$ cat src/rtl/core/htt_pkg.sv
// Shared types and constants for the heading turn and track controller.
// No dependencies; imported by every module of the block.
package htt_pkg;

  localparam int HEADING_W  = 9;
  localparam int ERR_W      = 10;
  localparam int GAIN_W     = 8;
  localparam int LIMIT_W    = 9;
  localparam int BAND_W     = 9;
  localparam int TOL_W      = 8;
  localparam int SPEED_W    = 10;
  localparam int DUTY_W     = 11;
  localparam int CORR_W     = 9;
  localparam int CFG_IDX_W  = 3;
  localparam int CFG_DATA_W = 10;
  localparam int PD_W       = 21;

  localparam int DEFAULT_WINDOW_DEPTH = 8;

  localparam logic [CFG_IDX_W-1:0] REG_PROP_GAIN     = 3'd0;
  localparam logic [CFG_IDX_W-1:0] REG_INTEGRAL_GAIN = 3'd1;
  localparam logic [CFG_IDX_W-1:0] REG_DERIV_GAIN    = 3'd2;
  localparam logic [CFG_IDX_W-1:0] REG_CORR_LIMIT    = 3'd3;
  localparam logic [CFG_IDX_W-1:0] REG_INTEGRAL_BAND = 3'd4;
  localparam logic [CFG_IDX_W-1:0] REG_TURN_TOL      = 3'd5;
  localparam logic [CFG_IDX_W-1:0] REG_MIN_SPEED     = 3'd6;

  localparam logic [GAIN_W-1:0]  RST_PROP_GAIN     = 8'd125;
  localparam logic [GAIN_W-1:0]  RST_INTEGRAL_GAIN = 8'd1;
  localparam logic [GAIN_W-1:0]  RST_DERIV_GAIN    = 8'd3;
  localparam logic [LIMIT_W-1:0] RST_CORR_LIMIT    = 9'd412;
  localparam logic [BAND_W-1:0]  RST_INTEGRAL_BAND = 9'd15;
  localparam logic [TOL_W-1:0]   RST_TURN_TOL      = 8'd2;
  localparam logic [SPEED_W-1:0] RST_MIN_SPEED     = 10'd512;

  localparam logic signed [ERR_W-1:0] FULL_CIRCLE = 10'sd360;
  localparam logic signed [ERR_W-1:0] HALF_CIRCLE = 10'sd180;
  localparam logic [DUTY_W-1:0] LEFT_BOOST  = 11'd512;
  localparam logic [DUTY_W-1:0] RIGHT_BOOST = 11'd450;

  typedef struct packed {
    logic [GAIN_W-1:0]  prop_gain;
    logic [GAIN_W-1:0]  integral_gain_tenths;
    logic [GAIN_W-1:0]  deriv_gain;
    logic [LIMIT_W-1:0] correction_limit;
    logic [BAND_W-1:0]  integral_band;
    logic [TOL_W-1:0]   turn_tolerance;
    logic [SPEED_W-1:0] min_speed;
  } htt_cfg_t;

  typedef struct packed {
    logic command;
    logic aligned;
    logic turn_left;
  } htt_ctrl_t;

endpackage

$ cat src/rtl/core/htt_cfg.sv
// Configuration register file of the heading controller.
// Depends on htt_pkg.
module htt_cfg (
  input  logic                           clk,
  input  logic                           rst,
  input  logic                           cfg_valid,
  output logic                           cfg_ready,
  input  logic [htt_pkg::CFG_IDX_W-1:0]  cfg_index,
  input  logic [htt_pkg::CFG_DATA_W-1:0] cfg_data,
  output htt_pkg::htt_cfg_t              cfg
);
  import htt_pkg::*;

  assign cfg_ready = 1'b1;

  always_ff @(posedge clk) begin
    if (rst) begin
      cfg.prop_gain            <= RST_PROP_GAIN;
      cfg.integral_gain_tenths <= RST_INTEGRAL_GAIN;
      cfg.deriv_gain           <= RST_DERIV_GAIN;
      cfg.correction_limit     <= RST_CORR_LIMIT;
      cfg.integral_band        <= RST_INTEGRAL_BAND;
      cfg.turn_tolerance       <= RST_TURN_TOL;
      cfg.min_speed            <= RST_MIN_SPEED;
    end else if (cfg_valid && cfg_ready) begin
      case (cfg_index)
        REG_PROP_GAIN:     cfg.prop_gain            <= cfg_data[GAIN_W-1:0];
        REG_INTEGRAL_GAIN: cfg.integral_gain_tenths <= cfg_data[GAIN_W-1:0];
        REG_DERIV_GAIN:    cfg.deriv_gain           <= cfg_data[GAIN_W-1:0];
        REG_CORR_LIMIT:    cfg.correction_limit     <= cfg_data[LIMIT_W-1:0];
        REG_INTEGRAL_BAND: cfg.integral_band        <= cfg_data[BAND_W-1:0];
        REG_TURN_TOL:      cfg.turn_tolerance       <= cfg_data[TOL_W-1:0];
        REG_MIN_SPEED:     cfg.min_speed            <= cfg_data[SPEED_W-1:0];
        default: ;
      endcase
    end
  end

endmodule

$ cat src/rtl/core/htt_err.sv
// Error stage: heading error, side select, error window with running sum,
// and the gain products. Depends on htt_pkg.
module htt_err #(
  parameter int WINDOW_DEPTH = htt_pkg::DEFAULT_WINDOW_DEPTH
) (
  input  logic                                clk,
  input  logic                                rst,
  input  logic                                advance,
  input  logic                                command,
  input  logic [htt_pkg::HEADING_W-1:0]       target_heading,
  input  logic [htt_pkg::HEADING_W-1:0]       current_heading,
  input  htt_pkg::htt_cfg_t                   cfg,
  output htt_pkg::htt_ctrl_t                  ctrl,
  output logic signed [htt_pkg::PD_W-1:0]     pd_term,
  output logic signed [htt_pkg::ERR_W+$clog2(WINDOW_DEPTH)+htt_pkg::GAIN_W:0] int_term
);
  import htt_pkg::*;

  localparam int SUM_W = ERR_W + $clog2(WINDOW_DEPTH);
  localparam int INT_W = SUM_W + GAIN_W + 1;

  logic signed [ERR_W-1:0]  window [WINDOW_DEPTH];
  logic signed [SUM_W-1:0]  sum;
  logic signed [SUM_W-1:0]  sum_next;
  logic signed [ERR_W-1:0]  err;
  logic signed [ERR_W-1:0]  err_clip;
  logic signed [ERR_W-1:0]  err_wrap;
  logic [HEADING_W-1:0]     err_mag;
  logic                     err_neg;
  logic                     turn_left;
  logic                     track_left;
  logic                     in_band;
  logic signed [ERR_W:0]    delta;
  logic signed [SUM_W-1:0]  sum_used;
  logic signed [18:0]       prop_prod;
  logic signed [19:0]       deriv_prod;
  htt_ctrl_t                ctrl_next;

  always_comb begin
    err      = $signed({1'b0, target_heading}) - $signed({1'b0, current_heading});
    err_neg  = err[ERR_W-1];
    err_clip = err_neg ? -10'sd1 : err;
    err_wrap = err_neg ? err + FULL_CIRCLE : err;
    err_mag  = err_neg ? HEADING_W'(-err) : err[HEADING_W-1:0];

    turn_left  = err_wrap[ERR_W-1] || (err_wrap >= HALF_CIRCLE);
    track_left = err_neg || (err >= HALF_CIRCLE);

    sum_next = sum + SUM_W'(err_clip) - SUM_W'(window[WINDOW_DEPTH-1]);
    delta    = (ERR_W+1)'(err_clip) - (ERR_W+1)'(window[WINDOW_DEPTH-2]);
    in_band  = err_neg ? (cfg.integral_band != '0) : (err[BAND_W-1:0] <= cfg.integral_band);
    sum_used = in_band ? sum_next : '0;

    prop_prod  = 19'($signed({1'b0, cfg.prop_gain})) * 19'(err_clip);
    deriv_prod = 20'($signed({1'b0, cfg.deriv_gain})) * 20'(delta);

    ctrl_next.command   = command;
    ctrl_next.aligned   = !command && ({1'b0, err_mag} < {2'b0, cfg.turn_tolerance});
    ctrl_next.turn_left = command ? track_left : turn_left;
  end

  always_ff @(posedge clk) begin
    if (rst) begin
      for (int i = 0; i < WINDOW_DEPTH; i++) begin
        window[i] <= '0;
      end
      sum <= '0;
    end else if (advance && command) begin
      window[0] <= err_clip;
      for (int i = 1; i < WINDOW_DEPTH; i++) begin
        window[i] <= window[i-1];
      end
      sum <= sum_next;
    end
  end

  always_ff @(posedge clk) begin
    if (advance) begin
      ctrl     <= ctrl_next;
      pd_term  <= PD_W'(prop_prod) + PD_W'(deriv_prod);
      int_term <= INT_W'($signed({1'b0, cfg.integral_gain_tenths})) * INT_W'(sum_used);
    end
  end

endmodule

$ cat src/rtl/core/htt_drv.sv
// Drive stage: scaled correction, clamp, and the four motor duties into
// the result register. Depends on htt_pkg.
module htt_drv #(
  parameter int WINDOW_DEPTH = htt_pkg::DEFAULT_WINDOW_DEPTH
) (
  input  logic                                clk,
  input  logic                                advance,
  input  htt_pkg::htt_ctrl_t                  ctrl,
  input  logic signed [htt_pkg::PD_W-1:0]     pd_term,
  input  logic signed [htt_pkg::ERR_W+$clog2(WINDOW_DEPTH)+htt_pkg::GAIN_W:0] int_term,
  input  htt_pkg::htt_cfg_t                   cfg,
  output logic                                drive_update,
  output logic                                aligned,
  output logic                                turn_left,
  output logic [htt_pkg::DUTY_W-1:0]          left_duty_a,
  output logic [htt_pkg::DUTY_W-1:0]          left_duty_b,
  output logic [htt_pkg::DUTY_W-1:0]          right_duty_a,
  output logic [htt_pkg::DUTY_W-1:0]          right_duty_b,
  output logic [htt_pkg::CORR_W-1:0]          correction
);
  import htt_pkg::*;

  localparam int INT_W  = ERR_W + $clog2(WINDOW_DEPTH) + GAIN_W + 1;
  localparam int ACC_W  = ((PD_W + 4) > INT_W ? (PD_W + 4) : INT_W) + 1;
  localparam int QIN_W  = 13;
  localparam int QSHIFT = 16;
  localparam logic [QIN_W+11:0] RECIP_TEN = 25'd6554;

  logic signed [ACC_W-1:0] pd_ext;
  logic signed [ACC_W-1:0] acc;
  logic [LIMIT_W:0]        limit_p1;
  logic [QIN_W-1:0]        limit_x10;
  logic                    acc_pos;
  logic                    acc_big;
  logic [QIN_W+11:0]       q_prod;
  logic [CORR_W-1:0]       corr;
  logic [DUTY_W-1:0]       duty_l;
  logic [DUTY_W-1:0]       duty_r;
  logic signed [DUTY_W:0]  diff_l;
  logic signed [DUTY_W:0]  diff_r;
  logic [DUTY_W-1:0]       trim_l;
  logic [DUTY_W-1:0]       trim_r;
  logic                    drive_next;
  logic [DUTY_W-1:0]       la_next;
  logic [DUTY_W-1:0]       lb_next;
  logic [DUTY_W-1:0]       ra_next;
  logic [DUTY_W-1:0]       rb_next;
  logic [CORR_W-1:0]       corr_next;

  always_comb begin
    pd_ext    = ACC_W'(pd_term);
    acc       = (pd_ext <<< 3) + (pd_ext <<< 1) + ACC_W'(int_term);
    limit_p1  = {1'b0, cfg.correction_limit} + 10'd1;
    limit_x10 = (QIN_W'(limit_p1) << 3) + (QIN_W'(limit_p1) << 1);
    acc_pos   = !acc[ACC_W-1] && (acc != '0);
    acc_big   = (|acc[ACC_W-2:QIN_W]) || (acc[QIN_W-1:0] >= limit_x10);
    q_prod    = (QIN_W+12)'(acc[QIN_W-1:0]) * RECIP_TEN;
    if (!acc_pos) begin
      corr = '0;
    end else if (acc_big) begin
      corr = cfg.correction_limit;
    end else begin
      corr = q_prod[QSHIFT+CORR_W-1:QSHIFT];
    end

    duty_l = {1'b0, cfg.min_speed} + LEFT_BOOST;
    duty_r = {1'b0, cfg.min_speed} + RIGHT_BOOST;
    diff_l = $signed({1'b0, duty_l}) - $signed({3'b0, corr});
    diff_r = $signed({1'b0, duty_r}) - $signed({3'b0, corr});
    trim_l = diff_l[DUTY_W] ? '0 : diff_l[DUTY_W-1:0];
    trim_r = diff_r[DUTY_W] ? '0 : diff_r[DUTY_W-1:0];

    drive_next = 1'b0;
    la_next    = '0;
    lb_next    = '0;
    ra_next    = '0;
    rb_next    = '0;
    corr_next  = '0;
    if (ctrl.command) begin
      drive_next = 1'b1;
      corr_next  = corr;
      if (ctrl.turn_left) begin
        ra_next = duty_r;
        lb_next = trim_l;
      end else begin
        ra_next = trim_r;
        lb_next = duty_l;
      end
    end else if (!ctrl.aligned) begin
      drive_next = 1'b1;
      if (ctrl.turn_left) begin
        la_next = duty_l;
        ra_next = duty_r;
      end else begin
        lb_next = duty_l;
        rb_next = duty_r;
      end
    end
  end

  always_ff @(posedge clk) begin
    if (advance) begin
      drive_update <= drive_next;
      aligned      <= ctrl.aligned;
      turn_left    <= ctrl.turn_left;
      left_duty_a  <= la_next;
      left_duty_b  <= lb_next;
      right_duty_a <= ra_next;
      right_duty_b <= rb_next;
      correction   <= corr_next;
    end
  end

endmodule

$ cat src/rtl/core/heading_turn_and_track_pid_top.sv
// Top level of the heading turn and track controller: input register,
// error stage, drive stage. Depends on htt_pkg, htt_cfg, htt_err, htt_drv.
//
//   channel  handshake             payload
//   in       in_valid / in_stall   command, target_heading, current_heading
//   out      out_valid / out_stall drive_update, aligned, turn_left, duties, correction
//   cfg      cfg_valid / cfg_ready cfg_index, cfg_data
//
// One transaction per cycle sustained while out_stall is low; a result passes through
// the input register, then the error stage, then the result register before it is offered.
// Synchronous reset clears the valid bits and the error window and loads the configuration defaults.
// A stall on the output fills the three stages before in_stall rises.
// Configuration writes are always taken, cfg_ready is tied high.
module heading_turn_and_track_pid_top #(
  parameter int WINDOW_DEPTH = htt_pkg::DEFAULT_WINDOW_DEPTH
) (
  input  logic                            clk,
  input  logic                            rst,
  input  logic                            in_valid,
  output logic                            in_stall,
  input  logic                            command,
  input  logic [htt_pkg::HEADING_W-1:0]   target_heading,
  input  logic [htt_pkg::HEADING_W-1:0]   current_heading,
  output logic                            out_valid,
  input  logic                            out_stall,
  output logic                            drive_update,
  output logic                            aligned,
  output logic                            turn_left,
  output logic [htt_pkg::DUTY_W-1:0]      left_duty_a,
  output logic [htt_pkg::DUTY_W-1:0]      left_duty_b,
  output logic [htt_pkg::DUTY_W-1:0]      right_duty_a,
  output logic [htt_pkg::DUTY_W-1:0]      right_duty_b,
  output logic [htt_pkg::CORR_W-1:0]      correction,
  input  logic                            cfg_valid,
  output logic                            cfg_ready,
  input  logic [htt_pkg::CFG_IDX_W-1:0]   cfg_index,
  input  logic [htt_pkg::CFG_DATA_W-1:0]  cfg_data
);
  import htt_pkg::*;

  localparam int INT_W = ERR_W + $clog2(WINDOW_DEPTH) + GAIN_W + 1;

  htt_cfg_t                cfg;
  htt_ctrl_t               ctrl;
  logic signed [PD_W-1:0]  pd_term;
  logic signed [INT_W-1:0] int_term;

  logic                    in_vld;
  logic                    in_cmd;
  logic [HEADING_W-1:0]    in_tgt;
  logic [HEADING_W-1:0]    in_cur;
  logic                    mid_vld;
  logic                    ld_out;
  logic                    ld_mid;
  logic                    ld_in;

  assign ld_out    = !out_valid || !out_stall;
  assign ld_mid    = !mid_vld || ld_out;
  assign ld_in     = !in_vld || ld_mid;
  assign in_stall  = !ld_in;

  always_ff @(posedge clk) begin
    if (rst) begin
      in_vld    <= 1'b0;
      mid_vld   <= 1'b0;
      out_valid <= 1'b0;
    end else begin
      if (ld_in) begin
        in_vld <= in_valid;
      end
      if (ld_mid) begin
        mid_vld <= in_vld;
      end
      if (ld_out) begin
        out_valid <= mid_vld;
      end
    end
  end

  always_ff @(posedge clk) begin
    if (in_valid && ld_in) begin
      in_cmd <= command;
      in_tgt <= target_heading;
      in_cur <= current_heading;
    end
  end

  htt_cfg u_cfg (
    .clk       (clk),
    .rst       (rst),
    .cfg_valid (cfg_valid),
    .cfg_ready (cfg_ready),
    .cfg_index (cfg_index),
    .cfg_data  (cfg_data),
    .cfg       (cfg)
  );

  htt_err #(
    .WINDOW_DEPTH (WINDOW_DEPTH)
  ) u_err (
    .clk             (clk),
    .rst             (rst),
    .advance         (in_vld && ld_mid),
    .command         (in_cmd),
    .target_heading  (in_tgt),
    .current_heading (in_cur),
    .cfg             (cfg),
    .ctrl            (ctrl),
    .pd_term         (pd_term),
    .int_term        (int_term)
  );

  htt_drv #(
    .WINDOW_DEPTH (WINDOW_DEPTH)
  ) u_drv (
    .clk          (clk),
    .advance      (mid_vld && ld_out),
    .ctrl         (ctrl),
    .pd_term      (pd_term),
    .int_term     (int_term),
    .cfg          (cfg),
    .drive_update (drive_update),
    .aligned      (aligned),
    .turn_left    (turn_left),
    .left_duty_a  (left_duty_a),
    .left_duty_b  (left_duty_b),
    .right_duty_a (right_duty_a),
    .right_duty_b (right_duty_b),
    .correction   (correction)
  );

endmodule

$ cat config.mk
export PLATFORM = sky130hd
export DESIGN_NAME = heading_turn_and_track_pid_top
export DESIGN_NICKNAME = d
export VERILOG_FILES = /design/src/rtl/core/htt_pkg.sv /design/src/rtl/core/htt_cfg.sv /design/src/rtl/core/htt_err.sv /design/src/rtl/core/htt_drv.sv /design/src/rtl/core/heading_turn_and_track_pid_top.sv
export SDC_FILE = /design/constraint.sdc
export NUM_CORES = 2
export LEC_CHECK = 0
export BUFFER_PORTS_ARGS = -buffer_cell sky130_fd_sc_hd__clkbuf_2
export CAP_MARGIN = 20
export CORE_ASPECT_RATIO = 1.1
export CORE_MARGIN = 2
export CORE_UTILIZATION = 40
export CTS_CLUSTER_DIAMETER = 150
export DETAILED_ROUTE_END_ITERATION = 8
export GPL_TIMING_DRIVEN = 0
export MAX_ROUTING_LAYER = met4
export PLACE_DENSITY = 0.54
export SLEW_MARGIN = 15
export SYNTH_ARGS = -nofsm -noshare
export SYNTH_HDL_FRONTEND = slang
export SYNTH_HIERARCHICAL = 1
export SYNTH_SLANG_ARGS = --single-unit
$ cat constraint.sdc
create_clock -name clk -period 10.05 [get_ports clk]
set_input_delay 1.5075 -clock clk [delete_from_list [all_inputs] [get_ports clk]]
set_output_delay 1.5075 -clock clk [all_outputs]
set_load 0.02 [all_outputs]
Word level (Yosys, flattened, before mapping) --
Memories as Yosys holds them, arrays and structs flattened. Index checks and enable logic that the tools add are counted.
Storage, ports and cells: flip-flop bits (word level) 197, memory bits (writable) 80, bits of input ports 37, memories 1
Cells by class: add/subtract/negate cells 15, $mul 4, $lt $le $gt $ge 5, equality and inequality tests 6, mux-type cells 32, bitwise operators 9, reduce and logical (&&, ||, !) cells 32
Memories:
- u_err.window | depth 8, width 10, read ports 8, clocked after Yosys merged registers in 0, wr ports 8, RTL line htt_err.sv:22 | logic signed [ERR_W-1:0] window [WINDOW_DEPTH];
Operators with widths (number):
- 11-bit 2-to-1 mux | 10
- 10-bit 2-to-1 mux | 10
- 9-bit 2-to-1 mux | 3
- 25-bit by 22-bit adder with 26-bit output | 1
- 26-bit nonzero test | 1
- 24-bit by 22-bit adder with 25-bit output | 1
- 13-bit by 12-bit multiplier with 24-bit output, second input constant | 1
- 11-bit by 9-bit subtractor with 12-bit output | 2
- 9-bit by 13-bit multiplier with 22-bit output | 1
- 19-bit by 20-bit adder with 21-bit output | 1
- 10-bit by 9-bit >= comparator with 1-bit output, second input constant | 2
- 9-bit by 11-bit multiplier with 20-bit output | 1
- 9-bit by 10-bit multiplier with 19-bit output | 1
- 2-bit AND reduction | 7
- 13-bit by 10-bit adder with 13-bit output | 1
- 13-bit by 11-bit adder with 13-bit output | 1
- 13-bit >= comparator | 1
- 13-bit 2-to-1 mux | 1
- 13-bit by 10-bit subtractor with 13-bit output | 1
- 12-bit OR reduction | 1
- 10-bit by 10-bit adder with 11-bit output, second input constant | 1
- 10-bit by 9-bit adder with 11-bit output, second input constant | 1
- 10-bit by 10-bit subtractor with 11-bit output | 1
- 10-bit adder, second input constant | 1
- 17 further kinds | 51

Logic depth before layout (Yosys ltp) --
depth in word-level cells 10, mapped depth 38

By module --
Netlist, hierarchy kept.
Modules (own cells, without submodules):
- htt_err | instances 1, cells each 1806, area each 18067.3 µm², sequential area each 4043.9 µm²
- htt_drv | instances 1, cells each 895, area each 8520.7 µm², sequential area each 1681.6 µm²
- htt_cfg | instances 1, cells each 230, area each 2434.8 µm², sequential area each 1201.2 µm²
- heading_turn_and_track_pid_top | instances 1, cells each 34, area each 691.9 µm², sequential area each 630.6 µm²

Worst setup path before layout --
OpenSTA, ideal clock, no wires.
kind flip-flop to flip-flop, start point register in_tgt[1], end point register u_err/pd_term[19] (netlist name), data pin, setup time 266 ps, arrival 8593 ps, data required time 9784 ps, setup slack 1191 ps, stages on the path, launching flop included 36, clock period less this slack 8859 ps, cell sequence edfxtp_1 -> ha_1 -> nor2b_1 -> o2111ai_1 -> nand3_1 -> a41oi_4 -> inv_2 -> nand2_1 -> inv_1 -> ha_1 -> fa_1 -> nand2b_1 -> a21boi_0 -> o21ai_1 -> a31oi_1 -> a2111oi_0 -> a21o_1 -> clkbuf_1 -> and2_1 -> fa_1 -> xor2_1 -> xnor2_1 -> xnor2_1 -> fa_1 -> fa_1 -> fa_1 -> inv_1 -> fa_1 -> inv_1 -> ha_1 -> o21a_1 -> o21ai_0 -> a2bb2oi_1 -> o31ai_1 -> o41ai_1 -> xnor2_1
On the way: word-level cells in the longest chain between the ends 5, elaborated cells between the ends (all ways) 6, classes of those cells add/sub (3); mul (2); mux (1)
RTL lines:
- from (decl) | RTL line heading_turn_and_track_pid_top.sv:50 | logic [HEADING_W-1:0] in_tgt;
- from (signal assigned) | RTL line heading_turn_and_track_pid_top.sv:83 | in_tgt <= target_heading;
- 9-bit by 9-bit subtractor with 10-bit output * | RTL line htt_err.sv:40 | err = $signed({1'b0, target_heading}) - $signed({1'b0, current_heading});
- 10-bit 2-to-1 mux * | RTL line htt_err.sv:42 | err_clip = err_neg ? -10'sd1 : err;
- 10-bit by 10-bit subtractor with 11-bit output | RTL line htt_err.sv:50 | delta = (ERR_W+1)'(err_clip) - (ERR_W+1)'(window[WINDOW_DEPTH-2]);
- 9-bit by 11-bit multiplier with 20-bit output | RTL line htt_err.sv:55 | deriv_prod = 20'($signed({1'b0, cfg.deriv_gain})) * 20'(delta);
- 19-bit by 20-bit adder with 21-bit output * | RTL line htt_err.sv:80 | pd_term <= PD_W'(prop_prod) + PD_W'(deriv_prod);
- to (signal assigned) | RTL line htt_err.sv:80
- to (decl) | RTL line htt_err.sv:14 | output logic signed [htt_pkg::PD_W-1:0] pd_term,
Mark *: on every way between the ends. The rest lies on a longest branch, timed or not. A chain may end at the register's enable or synchronous reset.

Worst setup path in the final report --
start point register u_err/pd_term[2] (netlist name), end point register u_drv/right_duty_a[9] (netlist name), data pin
On the way: word-level cells in the longest chain between the ends 10, elaborated cells between the ends (all ways) 15, classes of those cells add/sub (3); mul (1); order compare (1); mux (5); reduce/logical (5)
RTL lines:
- 24-bit by 22-bit adder with 25-bit output * | RTL line htt_drv.sv:52 | acc = (pd_ext <<< 3) + (pd_ext <<< 1) + ACC_W'(int_term);
- 25-bit by 22-bit adder with 26-bit output * | RTL line htt_drv.sv:52
- parallel branches: the longest is 3 deep, another holds 13-bit by 12-bit multiplier with 24-bit output
- 9-bit 2-to-1 mux * | RTL line htt_drv.sv:58 | if (!acc_pos) begin
- 11-bit by 9-bit subtractor with 12-bit output * | RTL line htt_drv.sv:69 | diff_r = $signed({1'b0, duty_r}) - $signed({3'b0, corr});
- 11-bit 2-to-1 mux * | RTL line htt_drv.sv:71 | trim_r = diff_r[DUTY_W] ? '0 : diff_r[DUTY_W-1:0];
- 11-bit 2-to-1 mux * | RTL line htt_drv.sv:82 | if (ctrl.turn_left) begin
- 11-bit 2-to-1 mux * | RTL line htt_drv.sv:79 | if (ctrl.command) begin
- named net u_drv.ra_next[9] | RTL line htt_drv.sv:46 | logic [DUTY_W-1:0] ra_next;
- to (signal assigned) | RTL line htt_drv.sv:108 | right_duty_a <= ra_next;
- to (decl) | RTL line htt_drv.sv:17 | output logic [htt_pkg::DUTY_W-1:0] right_duty_a,
Mark *: on every way through the listed nets, which the timed path passes.

==> impl_results.md <==
- Warnings, synthesis: 6
- Max Freq: 0.1055 GHz
- Worst reg2reg path depth: 36
- CTS sink count: 277
- GR Util met2: 33.48%
- Vias/cell: a little over 5
- R2R setup slack: between 0.5 and 0.6 ns
- Post-synth top area share: ~22%
- Crit path launch: u_err/pd_term[2]
- Total global-route track usage: 20.24%
- Final hold vios: 0
- Iter 0 DRT Violations: around 1,100
- Post-synth top flop: edfxtp_1
- Most used cell along the critical path: inv_1
- Clock latency on the worst-skew pair: 0.56 ns
- Crit share post-route: 94.28%
- Min-Delay Path Class: reg2reg
- First-pass GRT wire length: 120.2 mm
- Min cycle time layout: 9.476 ns
- Final-report setup violation count: 0
- I/O pins: 96
- Synth cell types: 97
- Ys async rst share: 0%
- CTS tree: done
- Die ar.: 76,490 sq um
- Area grow syn2layout: 10.48%
- Standard-cell row count: 104
- GR Util met1: 25.75%
- Share of cells above drive strength 1: approximately 8.5%
- Skew final: 0.01916 ns
- EDFF count, synth: about 200
- Longest Clk Path Bufs: 3
- Critical path endpoint category: flip-flop
- Die Span Y: around 290 um
- Largest net degree at the start of global routing: 49
- CP Launch Type: flip-flop
- GR Overflow Total: 0
- Gr busiest metal: met2
- Worst-margin pin slew: 1.120 ns
- Vias in the first global route: 22,520
- FF-to-FF End: u_drv/right_duty_a[9]
- FF+latch count, synth: approximately 280
- Nets: roughly 3,800
- Number of H-tree levels: 2
- Number of nets with antenna violations after routing: 0
- Die Width: 263.9 um
- Worst setup endpoint: u_drv/right_duty_a[9]
- Worst r2r src: u_err/pd_term[2]
- Mean Syn Cell Area: 10.02 sq um
- Slowest cell on the critical path: fa_1
- Sequential area share after synthesis: 25.43%
- Pre-Repair DR Iteration Count: 5
- Post-CTS Hold Buffers: 0
- Routed WL: between 70 and 80 mm
- Hpwl dp: 61.29 mm
- CP Class: reg2reg
- Setup ws final: 0.5745 ns
- Slew Viols, Final: 0
- Net Count, Synth: 3,658
- GP Congestion: 0.9188
- CP max stage delay: about 0.56 ns
- Leading post-synthesis cells by cell area: fa_1 (22%), edfxtp_1 (20%), ha_1 (14%)
- CTS Buf Count: 34
- Syn Inst Count: 2,965
- CTS root buf: clkbuf_16
- Slew margin rel.: 24.80%
- Mapped cell area: between 20,000 and 30,000 sq um
- Crit path DAT: 9.74 ns
- Starting density of the core: 40.49%
- GRT met3 Usage: 2.342%
- Initial antenna violation count: 0
- Fin util: 44.73%
- Status: complete, no violations
- Diode count: 0
- Worst Path Required: 10.32 ns
- Finished Layout Cells: 4,081
- Area leader, netlist: fa_1
- Core Region: 73,390 sq um
- Max-cap viol count: 0
- Clock slew at reported path FFs: ~0.05 ns
- CP Max Fanout: 6
- Wire per inst: around 18 um
- Pre-CTS setup slack: -0.3734 ns
- Vias: 21,130
- Cell count after placement: 4,015
- DRC: 0
- PortBufs: between 90 and 100
-- final cells by class --
class,count,area [sq um]
buffer,90,410.4
tap,954,1194
fill,7096,40560
clock buffer,45,922.1
timing repair buffer,103,593.1
sequential,277,7557
multi-input combinational,2068,19980
clock inverter,17,188.9
inverter,527,1983
-- metrics by stage --
| stage | setup TNS [ns] | hold WS (ns) | cell area [sq um] |
|---|---|---|---|
| floorplan | 0 | 0.4286 | 29710 |
| global placement | -3.327 | 0.4443 | 31360 |
| detailed placement | -2.575 | 0.4667 | 31490 |
| CTS | 0 | 0.4747 | 32630 |
| global route | -0.001305 | 0.4977 | 32830 |
| finish | 0 | 0.4718 | 32830 |
-- worst min-delay path by stage --
stage	to	cells past startpoint	slack, ns	startpoint
2_1_floorplan	mid_vld	2	0.43	in_vld
3_3_place_gp	mid_vld	2	0.44	in_vld
3_5_place_dp	mid_vld	2	0.47	in_vld
4_1_cts	mid_vld	2	0.47	in_vld
5_1_grt	mid_vld	2	0.50	in_vld
6_report	mid_vld	2	0.47	in_vld
-- Yosys cell counts, types with 5 or more instances --
master	count
a211o_1	5
a211oi_1	13
a21boi_0	9
a21o_1	32
a21oi_1	98
a221oi_1	7
a22o_1	11
a31oi_1	11
and2_1	118
and3_1	77
and4_1	5
buf_2	25
clkbuf_1	58
dfxtp_1	76
edfxtp_1	201
fa_1	327
ha_1	329
inv_1	524
mux2i_1	62
nand2_1	165
nand2b_1	62
nand3_1	65
nand3b_1	11
nand4_1	9
nor2_1	123
nor2b_1	51
nor3_1	39
nor3b_1	8
nor4_1	13
o2111ai_1	5
o21a_1	13
o21ai_0	70
o21ai_1	6
o21ba_2	7
o21bai_1	21
o22ai_1	12
o31a_1	12
o31ai_1	8
o32ai_1	5
or2_2	9
or3_1	7
or4_1	5
xnor2_1	107
xor2_1	50
-- flip-flops by register name, indices dropped and copies added (netlist names), 9 cells and up --
register / count
in_tgt: 9
u_cfg/cfg: 60
u_drv/correction: 9
u_err/window: 80
u_drv/right_duty_a: 11
u_drv/right_duty_b: 11
u_drv/left_duty_a: 11
u_err/int_term: 22
u_err/pd_term: 21
u_drv/left_duty_b: 11
u_err/sum: 13
in_cur: 9
-- kinds of logic (layout without fill, tap and decap cells) --
logic type,after synthesis,count (layout),share of synthesized area [%]
AOI/OAI and AO/OA,398,398,9.247
xor gates and xnor gates,162,162,4.986
adders and majority gates,657,657,35.92
buffers and inverters,620,782,8.080
DFF,277,277,25.43
muxes,62,62,2.089
other,1,1,0.01262
and+or+nand+nor,788,788,14.24
-- per-layer routing --
layer / part of all wire (%) / vias up
met2: 48 / 463
met5: 0 / -
met1: 44 / 10420
met4: 3.5 / 0
met3: 4.2 / 124
li1: - / 10120
-- placed cells by master, fill, tap and decap left out, types with 8 or more instances in the layout --
master	instances
dfxtp_1	76
and2_1	117
a21o_1	31
o21ai_1	9
nor4_1	12
mux2i_1	62
nor3b_1	8
nor2b_1	51
o22ai_1	12
clkbuf_16	34
or2_2	8
ha_1	328
nand3_1	65
xor2_1	43
nand2b_1	62
clkbuf_2	94
a211oi_1	13
buf_4	9
fa_1	327
a21oi_1	97
o21bai_1	21
inv_1	521
o21a_1	13
nand4_1	9
xnor2_1	100
a21boi_0	8
nor3_1	39
and3_1	77
nand2_1	162
nand3b_1	11
o31a_1	12
o21ai_0	66
a22o_1	11
buf_2	27
nor2_1	122
edfxtp_1	201
clkbuf_1	63
a31oi_1	10
-- worst max-delay path: cells and delay by family (launching register included) --
family / cells / cell delay [ns]
adders and majority gates: 9 / 3.76
AOI/OAI and AO/OA: 14 / 3.03
and+or+nand+nor: 5 / 1.08
xor gates and xnor gates: 2 / 0.51
DFF: 1 / 0.40
buffers and inverters: 6 / 0.40
-- what timing repair did --
action / in CTS / in global routing
pin swaps: 1 / 3
setup buffers: 0 / 7
resized for setup: 8 / 30
endpoints found under the setup margin: 15 / 25
hold endpoints to repair: 0 / 0
Power is not shown: default switching activity piles up to over one toggle a cycle in this logic, so the estimate is an artifact.
